===== src/rtl/magnetometer_filter_calibration_macros.svh =====
// assertion macros for the magnetometer filter and calibration block
`ifndef MAGNETOMETER_FILTER_CALIBRATION_MACROS_SVH
`define MAGNETOMETER_FILTER_CALIBRATION_MACROS_SVH

`ifndef SYNTH

// same-cycle implication, sampled on clk, off during reset
`define MFC_ASSERT_IMP(label, ante, cons, msg) \
    label: assert property (@(posedge clk) disable iff (!rst_n) (ante) |-> (cons)) \
        else $error(msg);

// next-cycle implication, sampled on clk, off during reset
`define MFC_ASSERT_NXT(label, ante, cons, msg) \
    label: assert property (@(posedge clk) disable iff (!rst_n) (ante) |=> (cons)) \
        else $error(msg);

`else

`define MFC_ASSERT_IMP(label, ante, cons, msg)
`define MFC_ASSERT_NXT(label, ante, cons, msg)

`endif

`endif


===== src/rtl/mfc_pkg.sv =====
package mfc_pkg;

    // axis positions in the per-axis arrays
    localparam int AX_X = 0;
    localparam int AX_Y = 1;
    localparam int AX_Z = 2;

    // calibration phase codes
    localparam logic [1:0] PH_IDLE = 2'd0;
    localparam logic [1:0] PH_Z    = 2'd1;
    localparam logic [1:0] PH_X    = 2'd2;
    localparam logic [1:0] PH_Y    = 2'd3;

    // register indexes (paddr[2])
    localparam logic [0:0] REG_ACC_THR   = 1'b0;
    localparam logic [0:0] REG_GYRO_GAIN = 1'b1;

    localparam logic [14:0] ACC_THR_RST   = 15'd5000;
    localparam logic [15:0] GYRO_GAIN_RST = 16'd2048;

    // ceil(2^35 / 10): exact divide by ten for any 32 bit magnitude
    localparam logic [31:0] RECIP_TEN = 32'hCCCC_CCCD;

    // 360 degrees in Q24
    localparam logic signed [47:0] FULL_TURN = 48'sd6039797760;

    localparam logic signed [15:0] LIMIT_SMALL = 16'sd20;

    // accepted input beat
    typedef struct packed {
        logic [2:0][15:0] gyro;
        logic [2:0][15:0] acc;
        logic             start_cal;
        logic [2:0][15:0] raw;
    } mfc_in_t;

    // filter stage to calibration stage
    typedef struct packed {
        logic [2:0][32:0] turn_step;
        logic [2:0]       vert;
        logic             start_cal;
        logic [2:0][15:0] val;
    } mfc_mid_t;

    // result beat
    typedef struct packed {
        logic             save_request;
        logic [1:0]       cal_phase;
        logic             mag_valid;
        logic [2:0][16:0] mag;
    } mfc_out_t;

endpackage


===== src/rtl/mfc_cal.sv =====
module mfc_cal
    import mfc_pkg::*;
(
    input  logic     clk,
    input  logic     rst_n,
    input  logic     mid_valid,
    output logic     mid_ready,
    input  mfc_mid_t mid_item,
    output logic     out_valid,
    input  logic     out_ready,
    output mfc_out_t out_item
);

    logic [15:0]        min_reg [3];
    logic [15:0]        max_reg [3];
    logic signed [47:0] ang_reg [3];
    logic [1:0]         phase_reg;
    logic               valid_flag_reg;
    logic               check_reg;
    logic               clear_reg;
    logic               out_valid_reg;
    mfc_out_t           out_reg;

    logic [15:0]        min_next [3];
    logic [15:0]        max_next [3];
    logic signed [47:0] ang_next [3];
    logic signed [47:0] ang_sum  [3];
    logic [2:0]         over;
    logic [1:0]         phase_next;
    logic               valid_flag_next;
    logic               check_next;
    logic               clear_next;
    logic               active;
    logic               clr_now;
    logic               chk;
    logic               save;
    logic [5:0]         near_zero;
    logic signed [16:0] lim_sum  [3];
    logic signed [16:0] mid_pt   [3];
    mfc_out_t           out_next;
    logic               fire;

    assign mid_ready = !out_valid_reg || out_ready;
    assign fire      = mid_valid && mid_ready;
    assign out_valid = out_valid_reg;
    assign out_item  = out_reg;

    // calibration step: limits, turn detection, self-check, offset correction
    always_comb
    begin
        phase_next = phase_reg;
        if (phase_next == PH_IDLE && mid_item.start_cal)
            phase_next = PH_Z;
        active          = (phase_next != PH_IDLE);
        clr_now         = active && clear_reg;
        valid_flag_next = active ? 1'b1 : valid_flag_reg;
        clear_next      = clr_now ? 1'b0 : clear_reg;
        save            = 1'b0;

        // limits and angles, cleared on the first step of a run
        for (int k = 0; k < 3; k++)
        begin
            min_next[k] = clr_now ? 16'h0000 : min_reg[k];
            max_next[k] = clr_now ? 16'h0000 : max_reg[k];
            ang_next[k] = clr_now ? 48'sd0 : ang_reg[k];
            ang_sum[k]  = ang_next[k] + 48'($signed(mid_item.turn_step[k]));
            over[k]     = (ang_sum[k] > FULL_TURN) || (ang_sum[k] < -FULL_TURN);
            if (active)
            begin
                if ($signed(min_next[k]) > $signed(mid_item.val[k]))
                    min_next[k] = mid_item.val[k];
                else if ($signed(max_next[k]) < $signed(mid_item.val[k]))
                    max_next[k] = mid_item.val[k];
            end
        end

        // phases may cascade within one beat
        if (phase_next == PH_Z && mid_item.vert[AX_Z])
        begin
            ang_next[AX_Z] = ang_sum[AX_Z];
            if (over[AX_Z])
                phase_next = PH_X;
        end
        if (phase_next == PH_X && mid_item.vert[AX_X])
        begin
            ang_next[AX_X] = ang_sum[AX_X];
            if (over[AX_X])
                phase_next = PH_Y;
        end
        if (phase_next == PH_Y && mid_item.vert[AX_Y])
        begin
            ang_next[AX_Y] = ang_sum[AX_Y];
            if (over[AX_Y])
            begin
                phase_next      = PH_IDLE;
                clear_next      = 1'b1;
                valid_flag_next = 1'b1;
                save            = 1'b1;
            end
        end

        // self-check: two or more near-zero limits mean unusable
        chk = check_reg || active;
        for (int k = 0; k < 3; k++)
        begin
            near_zero[k]     = ($signed(min_next[k]) < LIMIT_SMALL)
                               && ($signed(min_next[k]) > -LIMIT_SMALL);
            near_zero[k + 3] = ($signed(max_next[k]) < LIMIT_SMALL)
                               && ($signed(max_next[k]) > -LIMIT_SMALL);
        end
        check_next = chk ? 1'b0 : check_reg;
        if (chk && ($countones(near_zero) >= 2))
            valid_flag_next = 1'b0;

        // filtered value minus midpoint of limits, midpoint truncated toward zero
        for (int k = 0; k < 3; k++)
        begin
            lim_sum[k] = $signed({min_next[k][15], min_next[k]})
                         + $signed({max_next[k][15], max_next[k]});
            mid_pt[k]  = (lim_sum[k] + $signed({16'b0, lim_sum[k][16]})) >>> 1;
            out_next.mag[k] = 17'($signed({mid_item.val[k][15], mid_item.val[k]})
                                  - mid_pt[k]);
        end
        out_next.mag_valid    = valid_flag_next;
        out_next.cal_phase    = phase_next;
        out_next.save_request = save;
    end

    // calibration state
    always_ff @(posedge clk or negedge rst_n)
    begin
        if (!rst_n)
        begin
            out_valid_reg  <= 1'b0;
            phase_reg      <= PH_IDLE;
            valid_flag_reg <= 1'b0;
            check_reg      <= 1'b1;
            clear_reg      <= 1'b1;
            for (int k = 0; k < 3; k++)
            begin
                min_reg[k] <= '0;
                max_reg[k] <= '0;
                ang_reg[k] <= '0;
            end
        end
        else
        begin
            if (mid_ready)
                out_valid_reg <= mid_valid;
            if (fire)
            begin
                phase_reg      <= phase_next;
                valid_flag_reg <= valid_flag_next;
                check_reg      <= check_next;
                clear_reg      <= clear_next;
                for (int k = 0; k < 3; k++)
                begin
                    min_reg[k] <= min_next[k];
                    max_reg[k] <= max_next[k];
                    ang_reg[k] <= ang_next[k];
                end
            end
        end
    end

    // result register
    always_ff @(posedge clk)
    begin
        if (fire)
            out_reg <= out_next;
    end

endmodule

===== config.mk =====
export PLATFORM = sky130hd
export DESIGN_NAME = mfc_cal
export DESIGN_NICKNAME = d
export VERILOG_FILES = /design/src/rtl/magnetometer_filter_calibration_macros.svh /design/src/rtl/mfc_pkg.sv /design/src/rtl/mfc_cal.sv
export SDC_FILE = /design/constraint.sdc
export NUM_CORES = 2
export LEC_CHECK = 0
export BUFFER_PORTS_ARGS = -buffer_cell sky130_fd_sc_hd__buf_2
export CAP_MARGIN = 20
export CORE_ASPECT_RATIO = 1.75
export CORE_MARGIN = 10
export CORE_UTILIZATION = 30
export CTS_BUF_LIST = sky130_fd_sc_hd__clkbuf_2
export CTS_CLUSTER_DIAMETER = 80
export DETAILED_ROUTE_END_ITERATION = 7
export MAX_ROUTING_LAYER = met4
export SYNTH_ARGS = -nofsm -noshare
export SYNTH_HDL_FRONTEND = slang
export SYNTH_SLANG_ARGS = --single-unit

===== constraint.sdc =====
create_clock -name clk -period 22.7 [get_ports clk]
set_input_delay 2.27 -clock clk [delete_from_list [all_inputs] [get_ports clk]]
set_output_delay 2.27 -clock clk [all_outputs]
set_load 0.01 [all_outputs]

==> key figures <==
Clocking
  – Clock latency on the worst-skew pair: 1.34 ns
  – Hold Buf Count CTS: 0
  – Clock sink count: 301
  – Root Buffer Master: clkbuf_2
  – Resize count post-CTS: 0
  – Post-CTS setup buffers: 0
  – Max clock buf depth: 3
  – CTS Buf Count: 85
  – CTS tree: done
  – Clock transition at path regs: 0.09 ns
  – CTS H-tree depth: 3

Cells and area
  – Layout area overhead: 10.18%
  – Most common cell after layout, fill and taps aside: nand2_1
  – Non-filler cells, final: 5430
  – Most frequent cells in the layout: nand2_1, ha_1, a21oi_1
  – Share of cells above drive strength 1: 0.1080
  – Filler instances: 11110
  – Max reg flops: 144
  – Nets: between 4000 and 5000

STA
  – Final critical-path share of the clock period: 0.4980
  – Setup ws final: 11.40 ns
  – Final Hold Viols: 0
  – Setup TNS Final: 0 ns
  – Setup violators final: 0
  – Slew margin rel.: 0.1487
  – Max Freq: 88.46 MHz
  – Min Tclk post-route: 11.30 ns
  – Unrepaired setup endpoints after global routing: no
  – Slew of the pin with the lowest slew margin: 1.265 ns
  – Final Skew: 0.1335 ns
  – Fin. max-slew vios: 0
  – Worst hold slack: 0.4721 ns

Worst setup path
  – Setup crit start kind: primary input
  – Crit end category: flop
  – CP arrival: 12.29 ns
  – Worst Setup Path Type: in -> reg
  – Worst path max stage delay: 0.86 ns
  – Crit path top cell by count: o21ai_0
  – Crit path buf inv count: 4
  – Critical path required time: between 20 and 25 ns
  – Worst-path fanout max: 67
  – Cell family with most CP delay: compound AO/OA/AOI/OAI gates
  – Critical-path top delay cell: nor2_1

Synth
  – Post-Synth Adder-Cell Area: 0.1384
  – Synth Area in Compound Gates: 0.2499
  – Area share of the largest cell type after synthesis: 0.1945
  – Synth Area in Simple Gates: 0.2076
  – Top cells by area, synth: dfrtp_1, ha_1, edfxtp_1, nand2_1, and2_1
  – Syn avg cell area: between 8 and 9 µm²
  – EDFF count, synth: 55
  – Sequential-to-total area share from yosys stat: 0.2488
  – Largest family of logic cells by synthesized area: compound AO/OA/AOI/OAI gates
  – Async set-reset flop share out of synthesis: 0.8173
  – Synth Flop Type: dfrtp_1
  – Yosys warns: 0
  – Cell Area, Synth: 0.03139 mm²
  – Gate Count Post-Synth: 3838
  – Mapped Nets: 4333
  – Synth area leader: dfrtp_1
  – Mux cell area share after synthesis: 0.03451
  – Synth Register Bits: 301
  – XOR/XNOR Fraction of Synth Area: 0.07054
  – Netlist cell types: slightly above 100

Floorplanning
  – Die W: 264.5 µm
  – Die height: ~450 µm
  – Core area: 0.1043 mm²
  – Rows: 157
  – Die area: ~0.12 mm²
  – # IOs: 212
  – Initial Util: 0.3010

Place
  – Number of port buffers: 211
  – Placed Cells: 5259
  – GPL Wtd Cong: between 0.9 and 1
  – Hpwl dp: 83.25 mm
  – Setup WS pre-CTS: about 10 ns

Detailed routing
  – Vias: about 30000
  – TritonRoute pass-1 iters: 8
  – Detail Route Antenna Nets: 0
  – Via/cell ratio: 5.446
  – Initial DRC count: 1596
  – # DRC: 0
  – Wire length per cell: 19.67 µm
  – Total wire length: roughly 110 mm

Pwr
  – Pwr Total: 6.257 mW
  – Pleak: 16.87 nW
  – PD cells: 180.9 mW/mm²
  – Maximum VDD drop: 73.64 µV

Global route
  – Global Route Usage Sum: 0.1814
  – First-pass GRT wire length: 166.1 mm
  – Largest net degree at the start of global routing: 79
  – Initial antenna violation count: 15
  – GRT Residual Overflow: 0
  – Vias in the first global route: 31070

Flow run
  – Maxcap violations: 0

Outcome
  – Status: complete, no violations

Min path
  – Hold crit path type: reg -> reg
==> metal layers <==
layer / GRT usage / up-vias / wire [µm]
li1: - / 14350 / -
met4: 0.1266 / 0 / 7658
met1: 0.1666 / 14020 / 38020
met5: - / - / 0
met2: 0.3381 / 824 / 56600
met3: 0.03011 / 389 / 4532
==> per-stage QoR <==
stage,utilization,instance area (µm²)
after floorplan,-,31390
after global placement,0.3230,33690
after detailed placement,0.3230,33690
after CTS,0.3312,34540
after global routing,0.3316,34590
final,0.3316,34590
==> Yosys cell counts (all sizes together) (14+ instances only) <==
cell	number
xnor2	163
a2111oi	14
and3	39
mux2i	79
ha	328
clkbuf	149
o21a	53
o31ai	21
o21ai	243
nor2b	30
edfxtp	55
o211ai	35
a21boi	27
nor4	41
dfrtp	244
o21bai	41
a211oi	26
nand2	402
nand4	83
inv	236
buf	15
a21oi	255
and2	230
nor2	204
a22o	114
a21o	168
xor2	89
a31oi	29
or3	14
mux2	26
nand2b	30
nand3	79
o2bb2ai	14
nor3	70
==> worst reg2reg max path: cells and delay by family, from the launching register on <==
family / cells / cell delay [ns]
AO/OA/AOI/OAI: 24 / 5.30
adder cells (fa/ha/maj): 5 / 1.21
buffers and inverters: 3 / 0.70
flip-flops: 1 / 0.53
multiplexers: 1 / 0.34
AND/OR/NAND/NOR: 8 / 2.06
XOR/XNOR: 2 / 0.37
==> kinds of logic (layout without fill, tap and decap cells) <==
logic type               count (synthesis)  in the layout
XOR/XNOR                               252            252
other                                    0             13
AND/OR/NAND/NOR                       1288           1288
flip-flops                             301            301
buffers and inverters                  400            628
multiplexers                           105            105
AO/OA/AOI/OAI                         1152           1152
adder cells (fa/ha/maj)                340            340
==> path summary, 6_finish.rpt <==
check / from / end / slack [ns] / cells after the start
worst min register to register: min_reg[10]$_DFFE_PN0P_ / min_reg[10]$_DFFE_PN0P_ / 0.47 / 2
worst max-delay path: mid_item[48] / out_item[49]$_DFFE_PP_ / 11.40 / 44
min in group asynchronous: rst_n / min_reg[36]$_DFFE_PN0P_ / 0.92 / 1
worst min-delay path: min_reg[10]$_DFFE_PN0P_ / min_reg[10]$_DFFE_PN0P_ / 0.47 / 2
worst max register to register: phase_reg[1]$_DFFE_PN0P_ / out_item[49]$_DFFE_PP_ / 11.87 / 43
max in group asynchronous: rst_n / ang_reg[143]$_DFFE_PN0P_ / 20.32 / 2
==> power breakdown <==
group / switching [mW] / internal, mW / total [mW]
combinational: 2.83 / 1.93 / 4.76
sequential: 0.119 / 0.905 / 1.02
clock: 0.291 / 0.180 / 0.471
==> layout make-up <==
cell class	count	area (µm²)	share of cell area
multi-input combinational	3137	22060	0.6378
sequential	301	7810	0.2258
clock inverter	51	322.8	0.009333
antenna	13	32.53	0.0009405
inverter	236	888.4	0.02568
clock buffer	106	530.5	0.01534
tap	1351	1690	0.04887
timing repair buffer	235	1254	0.03625
Power figures use the tool's default switching activity.
